### config.mk
export PLATFORM = sky130hd
export DESIGN_NAME = date_time_field_stepper_core
export DESIGN_NICKNAME = d
export VERILOG_FILES = /design/src/rtl/dtfs_pkg.sv /design/src/rtl/dtfs_cfg.sv /design/src/rtl/dtfs_step.sv /design/src/rtl/date_time_field_stepper_core.sv
export SDC_FILE = /design/constraint.sdc
export NUM_CORES = 1
export LEC_CHECK = 0
export ABC_AREA = 0
export BUFFER_PORTS_ARGS = -buffer_cell sky130_fd_sc_hd__clkbuf_2
export CAP_MARGIN = 20
export CORE_ASPECT_RATIO = 1.2
export CORE_MARGIN = 5
export CORE_UTILIZATION = 55
export CTS_BUF_LIST = sky130_fd_sc_hd__clkbuf_4
export DETAILED_ROUTE_END_ITERATION = 6
export PLACE_DENSITY = 0.78
export SETUP_SLACK_MARGIN = 0.1
export SLEW_MARGIN = 15
export SYNTH_ARGS = -nofsm -noshare
export SYNTH_HDL_FRONTEND = slang
export SYNTH_SLANG_ARGS = --single-unit
### constraint.sdc
create_clock -name clk -period 15.95 [get_ports clk]
set_clock_uncertainty 0.2 [all_clocks]
set_input_delay 0.7975 -clock clk [delete_from_list [all_inputs] [get_ports clk]]
set_output_delay 0.7975 -clock clk [all_outputs]
set_load 0.01 [all_outputs]
### src/rtl/dtfs_pkg.sv
`default_nettype none

package dtfs_pkg;

  // Request codes
  typedef enum logic [1:0] {
    OP_LOAD = 2'd0,
    OP_UP   = 2'd1,
    OP_DOWN = 2'd2
  } op_t;

  typedef enum logic [2:0] {
    FLD_YEAR   = 3'd0,
    FLD_MONTH  = 3'd1,
    FLD_DAY    = 3'd2,
    FLD_HOUR   = 3'd3,
    FLD_MINUTE = 3'd4
  } field_t;

  // Register index (byte address bit 2)
  localparam logic REG_YEAR_LOW  = 1'b0;
  localparam logic REG_YEAR_HIGH = 1'b1;

  localparam logic [13:0] YEAR_MAX        = 14'd9999;
  localparam logic [13:0] YEAR_LOW_RST    = 14'd2010;
  localparam logic [13:0] YEAR_HIGH_RST   = 14'd2020;
  localparam logic [3:0]  MONTH_FIRST     = 4'd1;
  localparam logic [3:0]  MONTH_LAST      = 4'd12;
  localparam logic [4:0]  DAY_FIRST       = 5'd1;
  localparam logic [4:0]  HOUR_LAST       = 5'd23;
  localparam logic [5:0]  MINUTE_LAST     = 6'd59;

  typedef struct packed {
    logic [13:0] year;
    logic [3:0]  month;
    logic [4:0]  day;
    logic [4:0]  hour;
    logic [5:0]  minute;
  } date_time_t;

  typedef struct packed {
    op_t        op;
    field_t     field_sel;
    date_time_t load;
  } req_t;

  // Saturated year window
  typedef struct packed {
    logic [13:0] lo;
    logic [13:0] hi;
  } year_bounds_t;

endpackage

`default_nettype wire

### src/rtl/dtfs_cfg.sv
`default_nettype none

module dtfs_cfg (
  input  wire logic                       clk,
  input  wire logic                       rst_n,
  input  wire logic                       psel,
  input  wire logic                       penable,
  input  wire logic                       pwrite,
  input  wire logic [2:0]                 paddr,
  input  wire logic [31:0]                pwdata,
  output logic      [31:0]                prdata,
  output logic                            pready,
  output dtfs_pkg::year_bounds_t          bounds
);

  logic [13:0] year_low_r;
  logic [13:0] year_high_r;
  logic        wr_en;

  assign pready = 1'b1;
  assign wr_en  = psel && penable && pwrite;

  always_ff @(posedge clk) begin
    if (!rst_n) begin
      year_low_r  <= dtfs_pkg::YEAR_LOW_RST;
      year_high_r <= dtfs_pkg::YEAR_HIGH_RST;
    end else if (wr_en) begin
      case (paddr[2])
        dtfs_pkg::REG_YEAR_LOW:  year_low_r  <= pwdata[13:0];
        dtfs_pkg::REG_YEAR_HIGH: year_high_r <= pwdata[13:0];
        default: ;
      endcase
    end
  end

  always_comb begin
    case (paddr[2])
      dtfs_pkg::REG_YEAR_LOW:  prdata = {18'd0, year_low_r};
      dtfs_pkg::REG_YEAR_HIGH: prdata = {18'd0, year_high_r};
      default:                 prdata = 32'd0;
    endcase
  end

  // Values above the largest year act as the largest year
  assign bounds.lo = (year_low_r > dtfs_pkg::YEAR_MAX) ? dtfs_pkg::YEAR_MAX : year_low_r;
  assign bounds.hi = (year_high_r > dtfs_pkg::YEAR_MAX) ? dtfs_pkg::YEAR_MAX : year_high_r;

endmodule

`default_nettype wire

### src/rtl/dtfs_step.sv
`default_nettype none

module dtfs_step (
  input  wire dtfs_pkg::req_t          req,
  input  wire dtfs_pkg::date_time_t    cur,
  input  wire dtfs_pkg::year_bounds_t  bounds,
  output dtfs_pkg::date_time_t         nxt
);

  // 25 * 7209 == 1 mod 2^14: multiples of 25 map to 0..655
  localparam logic [13:0] INV25     = 14'd7209;
  localparam logic [13:0] DIV25_MAX = 14'd655;

  function automatic logic is_leap(input logic [13:0] y);
    logic [27:0] prod;
    logic        div25;
    prod  = y * INV25;
    div25 = (prod[13:0] <= DIV25_MAX);
    return ((y[1:0] == 2'd0) && !div25) || ((y[3:0] == 4'd0) && div25);
  endfunction

  function automatic logic [4:0] month_len(input logic leap, input logic [3:0] m);
    logic [4:0] len;
    case (m)
      4'd2:                      len = leap ? 5'd29 : 5'd28;
      4'd4, 4'd6, 4'd9, 4'd11:   len = 5'd30;
      default:                   len = 5'd31;
    endcase
    return len;
  endfunction

  logic [14:0] yr_inc;
  logic [13:0] yr_dec;
  logic [4:0]  cur_mlen;
  logic [4:0]  new_mlen;
  dtfs_pkg::date_time_t stepped;

  assign yr_inc   = {1'b0, cur.year} + 15'd1;
  assign yr_dec   = cur.year - 14'd1;
  assign cur_mlen = month_len(is_leap(cur.year), cur.month);

  always_comb begin
    stepped = cur;
    case (req.op)
      dtfs_pkg::OP_LOAD: begin
        stepped.year   = (req.load.year > dtfs_pkg::YEAR_MAX) ? dtfs_pkg::YEAR_MAX
                                                              : req.load.year;
        stepped.month  = (req.load.month == 4'd0) ? dtfs_pkg::MONTH_FIRST :
                         (req.load.month > dtfs_pkg::MONTH_LAST) ? dtfs_pkg::MONTH_LAST
                                                                 : req.load.month;
        stepped.day    = (req.load.day == 5'd0) ? dtfs_pkg::DAY_FIRST : req.load.day;
        stepped.hour   = (req.load.hour > dtfs_pkg::HOUR_LAST) ? dtfs_pkg::HOUR_LAST
                                                               : req.load.hour;
        stepped.minute = (req.load.minute > dtfs_pkg::MINUTE_LAST) ? dtfs_pkg::MINUTE_LAST
                                                                   : req.load.minute;
      end
      dtfs_pkg::OP_UP: begin
        case (req.field_sel)
          dtfs_pkg::FLD_YEAR:
            stepped.year = (yr_inc > {1'b0, bounds.hi}) ? bounds.lo : yr_inc[13:0];
          dtfs_pkg::FLD_MONTH:
            stepped.month = (cur.month >= dtfs_pkg::MONTH_LAST) ? dtfs_pkg::MONTH_FIRST
                                                                : cur.month + 4'd1;
          dtfs_pkg::FLD_DAY:
            stepped.day = (cur.day >= cur_mlen) ? dtfs_pkg::DAY_FIRST : cur.day + 5'd1;
          dtfs_pkg::FLD_HOUR:
            stepped.hour = (cur.hour >= dtfs_pkg::HOUR_LAST) ? 5'd0 : cur.hour + 5'd1;
          dtfs_pkg::FLD_MINUTE:
            stepped.minute = (cur.minute >= dtfs_pkg::MINUTE_LAST) ? 6'd0
                                                                   : cur.minute + 6'd1;
          default: ;
        endcase
      end
      dtfs_pkg::OP_DOWN: begin
        case (req.field_sel)
          dtfs_pkg::FLD_YEAR:
            stepped.year = ((cur.year == 14'd0) || (yr_dec < bounds.lo)) ? bounds.hi
                                                                          : yr_dec;
          dtfs_pkg::FLD_MONTH:
            stepped.month = (cur.month <= dtfs_pkg::MONTH_FIRST) ? dtfs_pkg::MONTH_LAST
                                                                 : cur.month - 4'd1;
          dtfs_pkg::FLD_DAY:
            stepped.day = (cur.day <= dtfs_pkg::DAY_FIRST) ? cur_mlen : cur.day - 5'd1;
          dtfs_pkg::FLD_HOUR:
            stepped.hour = (cur.hour == 5'd0) ? dtfs_pkg::HOUR_LAST : cur.hour - 5'd1;
          dtfs_pkg::FLD_MINUTE:
            stepped.minute = (cur.minute == 6'd0) ? dtfs_pkg::MINUTE_LAST
                                                  : cur.minute - 6'd1;
          default: ;
        endcase
      end
      default: ;
    endcase
  end

  // Clamp the day to the length of the resulting month
  assign new_mlen = month_len(is_leap(stepped.year), stepped.month);

  always_comb begin
    nxt = stepped;
    if (stepped.day > new_mlen) begin
      nxt.day = new_mlen;
    end
  end

endmodule

`default_nettype wire

### src/rtl/date_time_field_stepper_core.sv
`default_nettype none

// Channel   Direction  Handshake           Payload
// in_       request    in_valid/in_ready   op, field_sel, load_year..load_minute
// out_      result     out_valid/out_ready cur_year, cur_month, cur_day, cur_hour, cur_minute
// apb       config     psel/penable/pready year_low @ 0x0, year_high @ 0x4
//
// One request per cycle sustained while out_ready stays high; the input register loads at
// the accepting edge, and the date/time register that drives out_* loads from it once the
// result slot is free. That register is also the calendar state.
// rst_n is synchronous: fields to year 2010, month 1, day 1, 00:00; window 2010..2020.
// A stalled result holds the request in the input register; in_ready drops only
// when both the input register and the result are full and out_ready is low.

module date_time_field_stepper_core (
  input  wire logic        clk,
  input  wire logic        rst_n,

  input  wire logic        in_valid,
  output logic             in_ready,
  input  wire logic [1:0]  in_op,
  input  wire logic [2:0]  in_field_sel,
  input  wire logic [13:0] in_load_year,
  input  wire logic [3:0]  in_load_month,
  input  wire logic [4:0]  in_load_day,
  input  wire logic [4:0]  in_load_hour,
  input  wire logic [5:0]  in_load_minute,

  output logic             out_valid,
  input  wire logic        out_ready,
  output logic [13:0]      out_cur_year,
  output logic [3:0]       out_cur_month,
  output logic [4:0]       out_cur_day,
  output logic [4:0]       out_cur_hour,
  output logic [5:0]       out_cur_minute,

  input  wire logic        psel,
  input  wire logic        penable,
  input  wire logic        pwrite,
  input  wire logic [2:0]  paddr,
  input  wire logic [31:0] pwdata,
  output logic [31:0]      prdata,
  output logic             pready
);

  dtfs_pkg::year_bounds_t bounds;

  // Input register: holds one request while the result waits
  logic                 req_valid_r;
  logic                 req_valid_nxt;
  dtfs_pkg::req_t       req_r;
  dtfs_pkg::req_t       req_nxt;

  // Date/time register, also the result payload
  logic                 out_valid_r;
  logic                 out_valid_nxt;
  dtfs_pkg::date_time_t dt_r;
  dtfs_pkg::date_time_t dt_nxt;

  logic                 in_fire;
  logic                 step_fire;

  dtfs_cfg u_cfg (
    .clk     (clk),
    .rst_n   (rst_n),
    .psel    (psel),
    .penable (penable),
    .pwrite  (pwrite),
    .paddr   (paddr),
    .pwdata  (pwdata),
    .prdata  (prdata),
    .pready  (pready),
    .bounds  (bounds)
  );

  dtfs_step u_step (
    .req    (req_r),
    .cur    (dt_r),
    .bounds (bounds),
    .nxt    (dt_nxt)
  );

  // Advance the held request whenever the result slot is free or being drained
  assign step_fire = req_valid_r && (!out_valid_r || out_ready);
  assign in_ready  = !req_valid_r || step_fire;
  assign in_fire   = in_valid && in_ready;

  always_comb begin
    req_nxt.op          = dtfs_pkg::op_t'(in_op);
    req_nxt.field_sel   = dtfs_pkg::field_t'(in_field_sel);
    req_nxt.load.year   = in_load_year;
    req_nxt.load.month  = in_load_month;
    req_nxt.load.day    = in_load_day;
    req_nxt.load.hour   = in_load_hour;
    req_nxt.load.minute = in_load_minute;
  end

  always_comb begin
    req_valid_nxt = req_valid_r;
    if (in_fire) begin
      req_valid_nxt = 1'b1;
    end else if (step_fire) begin
      req_valid_nxt = 1'b0;
    end
  end

  always_comb begin
    out_valid_nxt = out_valid_r;
    if (step_fire) begin
      out_valid_nxt = 1'b1;
    end else if (out_ready) begin
      out_valid_nxt = 1'b0;
    end
  end

  always_ff @(posedge clk) begin
    if (!rst_n) begin
      req_valid_r <= 1'b0;
      out_valid_r <= 1'b0;
    end else begin
      req_valid_r <= req_valid_nxt;
      out_valid_r <= out_valid_nxt;
    end
  end

  always_ff @(posedge clk) begin
    if (in_fire) begin
      req_r <= req_nxt;
    end
  end

  // Outside reset, fields change only when a request moves into the result slot
  always_ff @(posedge clk) begin
    if (!rst_n) begin
      dt_r.year   <= dtfs_pkg::YEAR_LOW_RST;
      dt_r.month  <= dtfs_pkg::MONTH_FIRST;
      dt_r.day    <= dtfs_pkg::DAY_FIRST;
      dt_r.hour   <= 5'd0;
      dt_r.minute <= 6'd0;
    end else if (step_fire) begin
      dt_r <= dt_nxt;
    end
  end

  assign out_valid      = out_valid_r;
  assign out_cur_year   = dt_r.year;
  assign out_cur_month  = dt_r.month;
  assign out_cur_day    = dt_r.day;
  assign out_cur_hour   = dt_r.hour;
  assign out_cur_minute = dt_r.minute;

endmodule

`default_nettype wire

==> results.toml <==
[cells_and_area]
regArea_mm2 = 0.00245
multi_input_area_mm2 = 0.00664
syn2layout_area_growth_pct = 7.12
n_fill_cell = 1580
design_area_mm2 = 0.0105
fin_nets = 1500
drive_gt1_share_pct = 13.8

[setup_path]
critPathRequiredTime_ns = 16.17
critPathKind = "reg -> reg"
arrival_ns = 10.64
rr_worst_depth = 39
cp_max_fo = 16
rrSetupSlack_ns = 5.53
start_kind = "register"
r2r-end = "out_cur_day[1]"
r2r_start = "out_cur_year[0]"
cpPeakStageDelay_ns = 0.90
crit_slowest_cell = "dfxtp_1"
endpoint_kind = "register"
cp_common_cell = "ha_1"

[detailed_routing]
drt_wl_total_um = 28000
via_per_inst = 6.12
vias = 9183
drtIter0Drc = 972
wl_per_cell_um = 18.7
dr.pass1.iters = 6
ant_nets = 0
post-route-drc-count = 0

[clock_tree]
holdBufCountCts = 0
cts_resized = 0
cts_max_path_buffers = 2
cts-root-buf = "clkbuf_4"
cts_buffers = 9
cts_setup_buffers = 0
cts.sinks = 103
cts_tree = "yes"
clk_pin_slew_ns = 0.19
htreeDepth = 3
clock_latency_ns = 0.52

[pwr]
total_power_mw = 1.03
leakage_nw = 4.70
ir_worst_vdd_uv = 71.2
p_per_area_mw_per_mm2 = 97.9

[synthesis]
synth_mux_area_share_pct = 2.01
ys_ff_latch = 103
mappedNetlistArea_mm2 = 0.00984
yosys.area_share.adder_pct = 20.3
synth_cells = 1209
synthXorXnorAreaFrac_pct = 5.39
synthArstFlopShare_pct = 0
synth_top_family_by_area = "compound AO/OA/AOI/OAI gates"
synth_edf_count = 39
synthSimpleGateAreaFrac_pct = 18.4
synth-compound-area-share_pct = 20.6
avgSynthCellArea_um2 = 8.14
synth.distinct_cells = 86
ys_warn_count = 0
seq_area_frac_synth_pct = 24.9
synthFlopType = "dfxtp_1"

[grt]
grt_pass1_vias = 8896
grt_antenna_before_repair = 1
globalRoute.totalOverflow = 0
grt_usage_pct = 26.6
grt_max_degree = 51
grt_pass1_wl_um = 44900

[floorplanning]
core_region_area_mm2 = 0.0176
chipHeight_um = 157
rows = 53
die-area_mm2 = 0.0207
ios = 150
start_util_pct = 56.0
die_x_um = 132

[sta]
hold_viol = 0
maxSlewHeadroom_pct = 33.8
maxSlewViolCount = 0
fin_crit_sh_pct = 65.3
tns_ns = 0
finalSetupViolCount = 0
worst_pin_slew_ns = 0.990
fin_ws_ns = 5.53
rsz0062_at_grt = "false"
fmax_ghz = 0.0959
hold_ws_ns = 0.244
fin_crit_ns = 10.42

[place]
placedInstanceArea_mm2 = 0.0104
pre_cts_ws_ns = 5.62
portBuffers = 110
dp_hpwl_um = 21700
routabilityCongestion = 1.02

[outcome]
outcome = "complete, no violations"

[worst_hold_path]
hold_path_class = "in -> reg"
hold_depth = 1
hold_path_end = "req_r[10]"
hold_start = "in_load_hour[4]"

[run]
cap_violations = 0
-- power by group --
group	internal, mW	total, mW	switching, mW
clock network	0.0383	0.138	0.100
registers	0.287	0.311	0.0242
logic	0.262	0.583	0.321
total	0.587	1.03	0.446
-- critical path, delay by kind of cell, from the launching register on --
kind            cells  cell delay [ns]
compound gates     11             2.52
buf+inv             4             0.49
simple gates       10             2.01
xor+xnor            5             0.89
flops               1             0.90
fa+ha+maj           9             3.30
-- cell families after synthesis --
kind of cell    after synthesis
compound gates              299
xor+xnor                     59
fa+ha+maj                   147
buf+inv                     191
flops                       103
mux                          18
other cells                   2
simple gates                390
-- worst max-delay path by stage --
stage | slack (ns) | from | depth (start not counted) | endpoint
after floorplan | 6.99 | out_cur_year[2] | 39 | out_cur_day[1]
after CTS | 5.55 | out_cur_year[0] | 39 | out_cur_day[1]
after detailed placement | 5.62 | out_cur_year[0] | 39 | out_cur_day[1]
after global placement | 5.67 | out_cur_year[0] | 37 | out_cur_day[1]
final | 5.53 | out_cur_year[0] | 39 | out_cur_day[1]
after global routing | 4.81 | out_cur_year[0] | 39 | out_cur_day[1]
-- layout make-up --
class	instances	share of cell area (%)
flip-flops and latches	103	23.3
clock inverters	6	0.570
inverters	107	3.81
diodes	1	0.0237
multi-input cells	932	63.0
repair buffers	121	6.01
clock buffers	10	0.712
well taps	220	2.61
-- cell usage in the layout, fill, tap and decap left out, types with 8 or more instances in the layout --
| cell type | instances |
|---|---|
| a31oi_1 | 11 |
| fa_1 | 22 |
| dfxtp_1 | 64 |
| a21oi_1 | 78 |
| clkbuf_2 | 110 |
| conb_1 | 19 |
| mux2_2 | 14 |
| nand2b_1 | 11 |
| edfxtp_1 | 39 |
| nor3_1 | 19 |
| buf_4 | 11 |
| nand3_1 | 49 |
| a22oi_1 | 9 |
| xor2_1 | 14 |
| o211ai_1 | 12 |
| o22ai_1 | 9 |
| xnor2_1 | 44 |
| o21ai_1 | 24 |
| nor2_1 | 89 |
| a211oi_1 | 10 |
| o21ai_0 | 40 |
| o221ai_1 | 9 |
| nand4_1 | 18 |
| inv_1 | 99 |
| nand2_1 | 150 |
| ha_1 | 123 |
| nor4_1 | 9 |
| a21o_1 | 8 |
| clkbuf_4 | 10 |
| a21boi_0 | 12 |
-- synthesized netlist by cell type, types with 6 or more instances --
library cell  number  share of area [%]
a211oi_1          10               0.76
a21boi_0          12               0.92
a21o_1             8               0.61
a21oi_1           78                4.0
a22oi_1            9               0.69
a311oi_1           6               0.53
a31oi_1           11               0.70
and3_1             6               0.38
buf_2             10               0.51
buf_4             22                1.7
clkbuf_1          50                1.9
dfxtp_1           64                 13
edfxtp_1          39                 12
fa_1              22                4.5
ha_1             123                 16
inv_1             99                3.8
inv_2              6               0.23
mux2_2            14                1.6
nand2_1          150                5.7
nand2b_1          11               0.70
nand3_1           49                2.5
nand4_1           18                1.1
nor2_1            89                3.4
nor2b_1            6               0.38
nor3_1            19               0.97
nor4_1             9               0.57
o211ai_1          12               0.92
o21a_1             6               0.46
o21ai_0           40                2.0
o21ai_1           24                1.2
o221ai_1           9               0.80
o22ai_1            9               0.57
o31ai_1            6               0.46
xnor2_1           44                3.9
xor2_1            14                1.2
-- registers in the layout, indices dropped and copies added (netlist names) --
register           flops
u_cfg.year_low_r      14
out_valid              1
req_valid_r            1
out_cur_day            5
out_cur_month          4
out_cur_minute         6
req_r                 39
out_cur_hour           5
out_cur_year          14
u_cfg.year_high_r     14
-- per-stage QoR --
stage	instances	utilization (%)
floorplan	1226	-
global placement	1483	59.2
detailed placement	1483	59.2
CTS	1499	60.0
global route	1500	60.0
finish	1500	60.0
-- metal layers --
layer | track usage, % | routed length (um) | vias up
met3 | 4.31 | 2000 | 78
li1 | - | - | 4376
met1 | 33.7 | 11500 | 4309
met2 | 45.4 | 13600 | 420
met5 | 0 | 0 | -
met4 | 10.7 | 950 | 0
Note: power is estimated with default switching activity, not from simulation.
